--- config.mk ---
export PLATFORM = sky130hd
export DESIGN_NAME = indexed_doubly_linked_list_unit
export DESIGN_NICKNAME = d
export VERILOG_FILES = /design/src/sv/idll_pkg.sv /design/src/sv/idll_ram.sv /design/src/sv/idll_out_reg.sv /design/src/sv/indexed_doubly_linked_list_unit.sv
export VERILOG_INCLUDE_DIRS = /design/src /design/src/sv
export SDC_FILE = /design/constraint.sdc
export NUM_CORES = 2
export LEC_CHECK = 0
export ABC_AREA = 1
export ABC_CLOCK_PERIOD_IN_PS = 11500
export BUFFER_PORTS_ARGS = -buffer_cell sky130_fd_sc_hd__buf_2
export CORE_ASPECT_RATIO = 1.75
export CORE_UTILIZATION = 40
export DETAILED_ROUTE_END_ITERATION = 8
export PLACE_DENSITY = 0.59
export SLEW_MARGIN = 20
export SYNTH_ARGS = -nofsm -noshare
export SYNTH_HDL_FRONTEND = slang
export SYNTH_SLANG_ARGS = --single-unit
export TNS_END_PERCENT = 50
--- constraint.sdc ---
create_clock -name aclk -period 11.5 [get_ports aclk]
set_input_delay 2.3 -clock aclk [delete_from_list [all_inputs] [get_ports aclk]]
set_output_delay 2.3 -clock aclk [all_outputs]
set_load 0.01 [all_outputs]
--- src/sv/indexed_doubly_linked_list_unit_assert.svh ---
// ----------------------------------------------------------------------------
// Assertion macros for the indexed doubly linked list unit
// Clocked on aclk, disabled while aresetn is low.
// ----------------------------------------------------------------------------
`ifndef INDEXED_DOUBLY_LINKED_LIST_UNIT_ASSERT_SVH
`define INDEXED_DOUBLY_LINKED_LIST_UNIT_ASSERT_SVH

// same-cycle implication
`define IDLL_ASSERT_IMP(lbl, ante, cons, msg) \
    lbl: assert property (@(posedge aclk) disable iff (!aresetn) (ante) |-> (cons)) \
        else $error(msg);

// next-cycle implication
`define IDLL_ASSERT_NXT(lbl, ante, cons, msg) \
    lbl: assert property (@(posedge aclk) disable iff (!aresetn) (ante) |=> (cons)) \
        else $error(msg);

`endif

--- src/sv/idll_pkg.sv ---
// ----------------------------------------------------------------------------
// idll_pkg
// Shared widths, request and status codes, and the result item type.
// ----------------------------------------------------------------------------
package idll_pkg;

    localparam int POOL_DEFAULT = 64;

    localparam int REQ_W     = 3;
    localparam int POS_W     = 7;
    localparam int VAL_W     = 32;
    localparam int STAT_W    = 2;
    localparam int S_TDATA_W = 40;  // position + value, padded to bytes
    localparam int M_TDATA_W = 32;

    localparam int HEAD_IDX = 0;
    localparam int TAIL_IDX = 1;
    localparam int FIRST_FREE = 2;

    localparam logic [REQ_W-1:0] REQ_PUSH_FRONT = 3'd0;
    localparam logic [REQ_W-1:0] REQ_PUSH_BACK  = 3'd1;
    localparam logic [REQ_W-1:0] REQ_DELETE     = 3'd2;
    localparam logic [REQ_W-1:0] REQ_INS_LEFT   = 3'd3;
    localparam logic [REQ_W-1:0] REQ_INS_RIGHT  = 3'd4;
    localparam logic [REQ_W-1:0] REQ_DUMP       = 3'd5;

    localparam logic [STAT_W-1:0] STAT_OK      = 2'd0;
    localparam logic [STAT_W-1:0] STAT_FULL    = 2'd1;
    localparam logic [STAT_W-1:0] STAT_BAD_POS = 2'd2;
    localparam logic [STAT_W-1:0] STAT_EMPTY   = 2'd3;

    typedef struct packed {
        logic signed [VAL_W-1:0] elem_value;
        logic                    last;
        logic [STAT_W-1:0]       status;
    } result_t;

endpackage

--- src/sv/idll_ram.sv ---
// ----------------------------------------------------------------------------
// idll_ram
// Single write port, single read port memory with a registered read.
// ----------------------------------------------------------------------------
module idll_ram #(
    parameter int WIDTH = 7,
    parameter int DEPTH = 66,
    parameter int AW    = $clog2(DEPTH)
) (
    input  logic             aclk,
    input  logic             we,
    input  logic [AW-1:0]    waddr,
    input  logic [WIDTH-1:0] wdata,
    input  logic             re,
    input  logic [AW-1:0]    raddr,
    output logic [WIDTH-1:0] rdata
);

    logic [WIDTH-1:0] mem [DEPTH];
    logic [WIDTH-1:0] rdata_reg;

    always_ff @(posedge aclk) begin
        if (we) begin
            mem[waddr] <= wdata;
        end
    end

    always_ff @(posedge aclk) begin
        if (re) begin
            rdata_reg <= mem[raddr];
        end
    end

    assign rdata = rdata_reg;

endmodule

--- src/sv/idll_out_reg.sv ---
// ----------------------------------------------------------------------------
// idll_out_reg
// Output register of the result channel; loads a new item whenever the held
// one is taken or none is held.
// ----------------------------------------------------------------------------
module idll_out_reg (
    input  logic                                 aclk,
    input  logic                                 aresetn,
    input  logic                                 load,
    input  idll_pkg::result_t                    item,
    output logic                                 ready,
    output logic                                 m_tvalid,
    input  logic                                 m_tready,
    output logic [idll_pkg::M_TDATA_W-1:0]       m_tdata,  // [31:0] elem_value
    output logic                                 m_tlast,
    output logic [idll_pkg::STAT_W-1:0]          m_tuser   // [1:0] status
);

    logic              valid_reg;
    logic              valid_next;
    idll_pkg::result_t item_reg;

    assign ready = !valid_reg || m_tready;

    always_comb begin
        valid_next = valid_reg;
        if (load && ready) begin
            valid_next = 1'b1;
        end else if (m_tready) begin
            valid_next = 1'b0;
        end
    end

    always_ff @(posedge aclk) begin
        if (!aresetn) begin
            valid_reg <= 1'b0;
        end else begin
            valid_reg <= valid_next;
        end
    end

    always_ff @(posedge aclk) begin
        if (load && ready) begin
            item_reg <= item;
        end
    end

    assign m_tvalid = valid_reg;
    assign m_tdata  = item_reg.elem_value;
    assign m_tlast  = item_reg.last;
    assign m_tuser  = item_reg.status;

endmodule

--- src/sv/indexed_doubly_linked_list_unit.sv ---
// ----------------------------------------------------------------------------
// indexed_doubly_linked_list_unit
// Doubly linked list with head and tail sentinels in link and value memories.
// ----------------------------------------------------------------------------
// Items are taken one at a time; s_tready is high only while the sequencer
// waits for a request. Node k+1 holds the k-th inserted element, nodes are
// never reused. After S_IDLE accepts a request the states run: push front and
// push back S_INS_RD, S_INS_WR, S_RESP; an insert first S_CHECK, then S_LEFT_RD
// for insert left only, then as a push; delete S_CHECK, S_DEL_RD, S_RESP; a
// request naming element 0 or one not yet inserted, or a push into a full pool,
// S_RESP; one naming a deleted element, or an insert beside an element into a
// full pool, S_CHECK, S_RESP; a dump S_DUMP, one item per element (S_RESP for
// an empty list). A request that names an element first reads its live flag,
// kept beside its value, with its links; an insert reads one link, then writes
// two entries of each link memory, since each memory has one read and one write
// port. Results wait in an output register, so a new request is taken as soon
// as the previous result is loaded there; a stalled receiver adds its stall cycles.
`include "indexed_doubly_linked_list_unit_assert.svh"

module indexed_doubly_linked_list_unit #(
    parameter int POOL = idll_pkg::POOL_DEFAULT
) (
    input  logic                                 aclk,
    input  logic                                 aresetn,
    input  logic                                 s_tvalid,
    output logic                                 s_tready,
    input  logic [idll_pkg::S_TDATA_W-1:0]       s_tdata,  // [6:0] position, [38:7] value
    input  logic [idll_pkg::REQ_W-1:0]           s_tuser,  // [2:0] req_type
    output logic                                 m_tvalid,
    input  logic                                 m_tready,
    output logic [idll_pkg::M_TDATA_W-1:0]       m_tdata,  // [31:0] elem_value
    output logic                                 m_tlast,
    output logic [idll_pkg::STAT_W-1:0]          m_tuser   // [1:0] status
);

    localparam int DEPTH = POOL + 2;
    localparam int NW    = $clog2(DEPTH);
    localparam int FW    = $clog2(DEPTH + 1);
    localparam int CW    = $clog2(POOL + 1);
    localparam int PW    = idll_pkg::POS_W;
    localparam int VW    = idll_pkg::VAL_W;

    localparam logic [NW-1:0] HEAD_N = NW'(idll_pkg::HEAD_IDX);
    localparam logic [NW-1:0] TAIL_N = NW'(idll_pkg::TAIL_IDX);

    localparam logic [2:0] S_IDLE    = 3'd0;
    localparam logic [2:0] S_LEFT_RD = 3'd1;
    localparam logic [2:0] S_INS_RD  = 3'd2;
    localparam logic [2:0] S_INS_WR  = 3'd3;
    localparam logic [2:0] S_DEL_RD  = 3'd4;
    localparam logic [2:0] S_DUMP    = 3'd5;
    localparam logic [2:0] S_RESP    = 3'd6;
    localparam logic [2:0] S_CHECK   = 3'd7;

    logic [2:0]                     state_reg, state_next;
    logic [idll_pkg::REQ_W-1:0]     req_reg, req_next;
    logic [NW-1:0]                  node_reg, node_next;
    logic [NW-1:0]                  at_reg, at_next;
    logic [NW-1:0]                  nx_reg, nx_next;
    logic [VW-1:0]                  val_reg, val_next;
    logic [idll_pkg::STAT_W-1:0]    st_reg, st_next;
    logic [FW-1:0]                  free_reg, free_next;
    logic [NW-1:0]                  head_next_reg, head_next_next;
    logic [NW-1:0]                  tail_prev_reg, tail_prev_next;
    logic [CW-1:0]                  cnt_reg, cnt_next;
    logic [NW-1:0]                  nrd_addr_reg;
    logic [NW-1:0]                  prd_addr_reg;

    logic                n_we, n_re, p_we, p_re, v_we, v_re;
    logic [NW-1:0]       n_waddr, n_raddr, p_waddr, p_raddr, v_waddr, v_raddr;
    logic [NW-1:0]       n_wdata, p_wdata, n_rdata, p_rdata;
    logic [VW:0]         v_wdata, v_rdata;  // [VW] live flag, [VW-1:0] value
    logic [NW-1:0]       next_rd, prev_rd;

    logic                out_load, out_ready;
    idll_pkg::result_t   out_item;

    logic [PW-1:0]       in_pos;
    logic [PW:0]         pos_node;
    logic                pos_ok, pool_full, dump_end;
    logic [NW-1:0]       pos_idx, new_node;

    idll_ram #(.WIDTH(NW), .DEPTH(DEPTH)) u_next_mem (
        .aclk(aclk), .we(n_we), .waddr(n_waddr), .wdata(n_wdata),
        .re(n_re), .raddr(n_raddr), .rdata(n_rdata)
    );

    idll_ram #(.WIDTH(NW), .DEPTH(DEPTH)) u_prev_mem (
        .aclk(aclk), .we(p_we), .waddr(p_waddr), .wdata(p_wdata),
        .re(p_re), .raddr(p_raddr), .rdata(p_rdata)
    );

    idll_ram #(.WIDTH(VW + 1), .DEPTH(DEPTH)) u_value_mem (
        .aclk(aclk), .we(v_we), .waddr(v_waddr), .wdata(v_wdata),
        .re(v_re), .raddr(v_raddr), .rdata(v_rdata)
    );

    idll_out_reg u_out (
        .aclk(aclk), .aresetn(aresetn), .load(out_load), .item(out_item),
        .ready(out_ready), .m_tvalid(m_tvalid), .m_tready(m_tready),
        .m_tdata(m_tdata), .m_tlast(m_tlast), .m_tuser(m_tuser)
    );

    // sentinel links live in registers; memory entries at those spots were never reset
    assign next_rd = (nrd_addr_reg == HEAD_N) ? head_next_reg : n_rdata;
    assign prev_rd = (prd_addr_reg == TAIL_N) ? tail_prev_reg : p_rdata;

    assign s_tready  = (state_reg == S_IDLE);
    assign in_pos    = s_tdata[PW-1:0];
    assign pos_node  = {1'b0, in_pos} + {{PW{1'b0}}, 1'b1};
    assign pos_idx   = pos_node[NW-1:0];
    // nodes below the allocation mark have been written, so their live flag is valid
    assign pos_ok    = (in_pos != '0) && (pos_node < (PW+1)'(free_reg));
    assign pool_full = (free_reg >= FW'(DEPTH));
    assign new_node  = free_reg[NW-1:0];
    assign dump_end  = (next_rd == TAIL_N) || (next_rd == HEAD_N) ||
                       (cnt_reg >= CW'(POOL - 1));

    always_comb begin
        state_next     = state_reg;
        req_next       = req_reg;
        node_next      = node_reg;
        at_next        = at_reg;
        nx_next        = nx_reg;
        val_next       = val_reg;
        st_next        = st_reg;
        free_next      = free_reg;
        head_next_next = head_next_reg;
        tail_prev_next = tail_prev_reg;
        cnt_next       = cnt_reg;

        n_we = 1'b0; n_waddr = '0; n_wdata = '0; n_re = 1'b0; n_raddr = '0;
        p_we = 1'b0; p_waddr = '0; p_wdata = '0; p_re = 1'b0; p_raddr = '0;
        v_we = 1'b0; v_waddr = '0; v_wdata = '0; v_re = 1'b0; v_raddr = '0;

        out_load            = 1'b0;
        out_item.elem_value = '0;
        out_item.last       = 1'b1;
        out_item.status     = st_reg;

        case (state_reg)
            S_IDLE: begin
                if (s_tvalid) begin
                    val_next = s_tdata[PW +: VW];
                    req_next = s_tuser;
                    case (s_tuser)
                        idll_pkg::REQ_PUSH_FRONT, idll_pkg::REQ_PUSH_BACK: begin
                            if (pool_full) begin
                                st_next    = idll_pkg::STAT_FULL;
                                state_next = S_RESP;
                            end else begin
                                at_next = (s_tuser == idll_pkg::REQ_PUSH_FRONT) ?
                                          HEAD_N : tail_prev_reg;
                                n_re       = 1'b1;
                                n_raddr    = at_next;
                                state_next = S_INS_RD;
                            end
                        end
                        idll_pkg::REQ_DELETE, idll_pkg::REQ_INS_LEFT,
                        idll_pkg::REQ_INS_RIGHT: begin
                            if (!pos_ok) begin
                                st_next    = idll_pkg::STAT_BAD_POS;
                                state_next = S_RESP;
                            end else begin
                                // fetch links and live flag of the named node
                                node_next  = pos_idx;
                                at_next    = pos_idx;
                                n_re       = 1'b1;
                                n_raddr    = pos_idx;
                                p_re       = 1'b1;
                                p_raddr    = pos_idx;
                                v_re       = 1'b1;
                                v_raddr    = pos_idx;
                                state_next = S_CHECK;
                            end
                        end
                        idll_pkg::REQ_DUMP: begin
                            if (head_next_reg == TAIL_N) begin
                                st_next    = idll_pkg::STAT_EMPTY;
                                state_next = S_RESP;
                            end else begin
                                cnt_next   = '0;
                                n_re       = 1'b1;
                                n_raddr    = head_next_reg;
                                v_re       = 1'b1;
                                v_raddr    = head_next_reg;
                                state_next = S_DUMP;
                            end
                        end
                        default: begin
                            // unknown request: drop it silently
                            state_next = S_IDLE;
                        end
                    endcase
                end
            end
            S_CHECK: begin
                // position is checked ahead of the pool; read data holds meanwhile
                if (!v_rdata[VW]) begin
                    st_next    = idll_pkg::STAT_BAD_POS;
                    state_next = S_RESP;
                end else if (req_reg == idll_pkg::REQ_DELETE) begin
                    state_next = S_DEL_RD;
                end else if (pool_full) begin
                    st_next    = idll_pkg::STAT_FULL;
                    state_next = S_RESP;
                end else if (req_reg == idll_pkg::REQ_INS_LEFT) begin
                    state_next = S_LEFT_RD;
                end else begin
                    state_next = S_INS_RD;
                end
            end
            S_LEFT_RD: begin
                at_next    = prev_rd;
                n_re       = 1'b1;
                n_raddr    = prev_rd;
                state_next = S_INS_RD;
            end
            S_INS_RD: begin
                nx_next    = next_rd;
                n_we       = 1'b1;
                n_waddr    = new_node;
                n_wdata    = next_rd;
                p_we       = 1'b1;
                p_waddr    = new_node;
                p_wdata    = at_reg;
                v_we       = 1'b1;
                v_waddr    = new_node;
                v_wdata    = {1'b1, val_reg};
                state_next = S_INS_WR;
            end
            S_INS_WR: begin
                n_we    = 1'b1;
                n_waddr = at_reg;
                n_wdata = new_node;
                p_we    = 1'b1;
                p_waddr = nx_reg;
                p_wdata = new_node;
                if (at_reg == HEAD_N) begin
                    head_next_next = new_node;
                end
                if (nx_reg == TAIL_N) begin
                    tail_prev_next = new_node;
                end
                free_next  = free_reg + 1'b1;
                st_next    = idll_pkg::STAT_OK;
                state_next = S_RESP;
            end
            S_DEL_RD: begin
                // unlink: prev's next skips over the node, next's prev likewise
                n_we    = 1'b1;
                n_waddr = prev_rd;
                n_wdata = next_rd;
                p_we    = 1'b1;
                p_waddr = next_rd;
                p_wdata = prev_rd;
                if (prev_rd == HEAD_N) begin
                    head_next_next = next_rd;
                end
                if (next_rd == TAIL_N) begin
                    tail_prev_next = prev_rd;
                end
                // clear the live flag, keep the value
                v_we       = 1'b1;
                v_waddr    = node_reg;
                v_wdata    = {1'b0, v_rdata[VW-1:0]};
                st_next    = idll_pkg::STAT_OK;
                state_next = S_RESP;
            end
            S_DUMP: begin
                out_item.elem_value = v_rdata[VW-1:0];
                out_item.last       = dump_end;
                out_item.status     = idll_pkg::STAT_OK;
                if (out_ready) begin
                    out_load = 1'b1;
                    if (dump_end) begin
                        state_next = S_IDLE;
                    end else begin
                        // advance to the next node while this item leaves
                        cnt_next = cnt_reg + 1'b1;
                        n_re     = 1'b1;
                        n_raddr  = next_rd;
                        v_re     = 1'b1;
                        v_raddr  = next_rd;
                    end
                end
            end
            S_RESP: begin
                if (out_ready) begin
                    out_load   = 1'b1;
                    state_next = S_IDLE;
                end
            end
            default: begin
                state_next = S_IDLE;
            end
        endcase
    end

    always_ff @(posedge aclk) begin
        if (!aresetn) begin
            state_reg     <= S_IDLE;
            free_reg      <= FW'(idll_pkg::FIRST_FREE);
            head_next_reg <= TAIL_N;
            tail_prev_reg <= HEAD_N;
            cnt_reg       <= '0;
        end else begin
            state_reg     <= state_next;
            free_reg      <= free_next;
            head_next_reg <= head_next_next;
            tail_prev_reg <= tail_prev_next;
            cnt_reg       <= cnt_next;
        end
    end

    always_ff @(posedge aclk) begin
        req_reg  <= req_next;
        node_reg <= node_next;
        at_reg   <= at_next;
        nx_reg   <= nx_next;
        val_reg  <= val_next;
        st_reg   <= st_next;
        if (n_re) begin
            nrd_addr_reg <= n_raddr;
        end
        if (p_re) begin
            prd_addr_reg <= p_raddr;
        end
    end

    `IDLL_ASSERT_IMP(a_free_bound, 1'b1, free_reg <= FW'(DEPTH), "allocation ran past the pool")
    `IDLL_ASSERT_IMP(a_head_link, 1'b1, head_next_reg != HEAD_N, "head sentinel links to itself")
    `IDLL_ASSERT_NXT(a_alloc_step, state_reg == S_INS_WR, free_reg == $past(free_reg) + 1'b1, "insert did not take exactly one node")
    `IDLL_ASSERT_IMP(a_dump_node, state_reg == S_DUMP, nrd_addr_reg != HEAD_N && nrd_addr_reg != TAIL_N, "dump walked onto a sentinel")

endmodule
==> out/qor.csv <==
metric,value,unit
area_growth,10.88,%
min_path_cells,2,
drc_errors,0,
tns,0,ps
finalSetupViolations,0,
num_rows,287,
fmax,0.1299,GHz
vdd_drop_max,0.0001552,V
regMostFlops,u_value_mem.mem,
syn_area,140100,sq um
tritoncts,done,
slew_headroom,14.63,%
fin_crit_sh,66.96,%
fin_nets,12410,
drt-initial-drc-count,9052,
largest_reg_flops,2178,
fin_util,44.56,%
globalplace.congestion,0.8850,
cts_made_buffers,301,
syn_nets,12560,
powerDensity,207.7,nW/um^2
clk_pin_slew,80,ps
cts_num_sinks,3288,
async_reset_ff_share,0,%
synth_top_area_cell,edfxtp_1,
hold_violations,0,
fill_cells,31600,
seq_area_frac_synth,70.23,%
synth_edf_count,3256,
cts.repair.resized,0,
status,"complete, no violations",
dr.pass1.iters,8,
end_kind,flip-flop,
yosys_register_bits,3288,
slew_violations,0,
synth_common_cells,"edfxtp_1 (3256), nand2_1 (2860), nand3_1 (2292)",
clk_latency,910,ps
hpwl,221000,microns
coreArea,348700,sq um
grt_max_degree,215,
r2r_cells,23,
num_vias,92270,
avgSynthCellArea,11.21,sq um
ys_types,49,
antenna_found_initial,15,
layout-drive-gt1-share,7.168,%
grt_pass1_wl,588600,microns
dp.cells,16670,
yosys_warnings,0,
portBuffers,82,
crit_type,in -> reg,
ys.flop_type,edfxtp_1,
wirelength,404600,microns
reg2reg_slack,5240,ps
gr-total-overflow,0,
chipHeight,785.0,microns
p_leak,0.05790,uW
hp-class,reg -> reg,
synthMostInstantiatedCell,edfxtp_1,
cts_setup_buffers,0,
die-width,449.4,microns
grt_pass1_vias,88740,
crit_fanout,172,
top_regs,"u_value_mem.mem (2178), u_next_mem.mem (462), u_prev_mem.mem (462)",
required,12260,ps
grt_use_total,22.33,%
grt_setup_unrepaired,no,
post_drt_via_cell_ratio,5.365,
wl_per_cell,23.53,microns
clock-root-buffer,clkbuf_16,
finalClockSkew,82.15,ps
postCtsHoldBufs,0,
synth_area_leaders,"edfxtp_1 (70%), nand3_1 (8.2%), nand2_1 (7.7%), inv_1 (3.7%), nand3b_1 (1.8%)",
cp-start-kind,primary input,
hold_slack,445.5,ps
htreeDepth,5,
synth_top_area_share,69.77,%
fin_crit,7701,ps
fp.dieArea,352800,sq um
fin_cells,17200,
postRouteAntennaNets,0,
cap_violations,0,
tightest_slew,1281,ps
cts_buffer_depth,4,
io_pins,84,
initial_core_util,40.19,%
syn_inst,12500,
crit_arrival,8460,ps
-- where the power goes --
part / internal (uW) / switching [uW] / leakage (uW)
clock: 5380 / 4430 / 0.00456
sequential: 15400 / 123 / 0.0305
combinational: 1320 / 5610 / 0.0229
-- area by class of cell --
type	instances	area [sq um]	area share, %
Tap cell	4624	5786	3.724
Inverter	1390	5263	3.387
Sequential cell	3288	98410	63.34
Multi-Input combinational cell	7063	34140	21.97
Antenna cell	4	10.01	0.006443
Clock inverter	151	1339	0.8617
Clock buffer	372	7990	5.143
Timing Repair Buffer	305	2430	1.564
-- critical path, cell delays in order --
cell	delay, ps
buf_2	180
ha_1	230
nand2_1	80
inv_1	50
nor2_1	550
ha_1	360
nand2_1	60
inv_1	30
nand2_1	50
nand2_1	40
nand2_1	50
nand2_1	40
nand2_1	110
nand3_2	290
nand2_1	290
nand2_8	300
nand2_8	590
inv_16	210
buf_4	630
nand2_1	120
nand3_1	80
nand3_1	150
nand3_1	140
nand3_1	130
nand3_1	480
nand2_1	230
nand2_1	70
nand2_1	90
-- cell families (layout without fill, tap and decap cells) --
kind of cell               count (synthesis)  count (layout)  share of synthesized area, %
and+or+nand+nor                         6422            6422                         20.71
DFF                                     3288            3288                         70.23
buffers and inverters                   2151            2218                         6.223
adders and majority gates                 11              11                       0.09822
AOI/OAI and AO/OA                        618             618                         2.654
muxes                                      8               8                       0.06340
other                                      0               4                             0
xor gates and xnor gates                   4               4                       0.02500
-- path summary, 6_finish.rpt --
path,end,startpoint
setup / recovery,u_value_mem.rdata[26]$_DFFE_PP_,s_tdata[0]
hold / removal,cnt_reg[6]$_SDFFE_PN0P_,cnt_reg[6]$_SDFFE_PN0P_
setup reg to reg,u_value_mem.rdata[26]$_DFFE_PP_,state_reg[0]$_SDFFE_PN0P_
hold reg to reg,cnt_reg[6]$_SDFFE_PN0P_,cnt_reg[6]$_SDFFE_PN0P_
-- metrics by stage --
step | cell area, sq um | worst slack, ps | total power [uW]
floorplan | 140100 | 4866 | 19550
global placement | 146000 | 2961 | 22570
detailed placement | 146000 | 2992 | 22650
CTS | 155300 | 3954 | 32380
global route | 155400 | 3559 | 33250
finish | 155400 | 3799 | 32270
-- routing by layer --
metal | wire length, microns | GRT usage (%) | up-vias
li1 | - | - | 42720
met1 | 149400 | 26.08 | 45130
met2 | 205900 | 39.87 | 3518
met3 | 24090 | 2.254 | 903
met4 | 25210 | 12.72 | 0
met5 | 0 | 0 | -
-- cells in the final DEF (no fill, tap or decap), types with 4 or more instances in the layout --
cell type and instances:
a21oi_1 23, a21oi_4 5, a31oi_1 17, buf_12 26, buf_2 82, buf_4 196, bufinv_16 19, clkbuf_1 62
clkbuf_16 310, clkinv_1 64, clkinv_2 46, clkinv_4 7, clkinvlp_4 5, dfxtp_1 32, diode_2 4, edfxtp_1 3256
ha_1 11, inv_1 1366, inv_2 12, inv_6 9, mux2_2 7, nand2_1 2856, nand3_1 2288, nand3_2 4
nand3b_1 330, nand4_1 231, nor2_1 576, nor2_4 73, nor3_1 13, nor4_1 5, o211ai_1 204, o21ai_0 283
o21ai_1 12, o21ai_4 36, o21bai_1 11, o22ai_1 10, o22ai_4 4, or2_2 26, xor2_1 4
No activity file was read; power rests on OpenSTA's default activity.
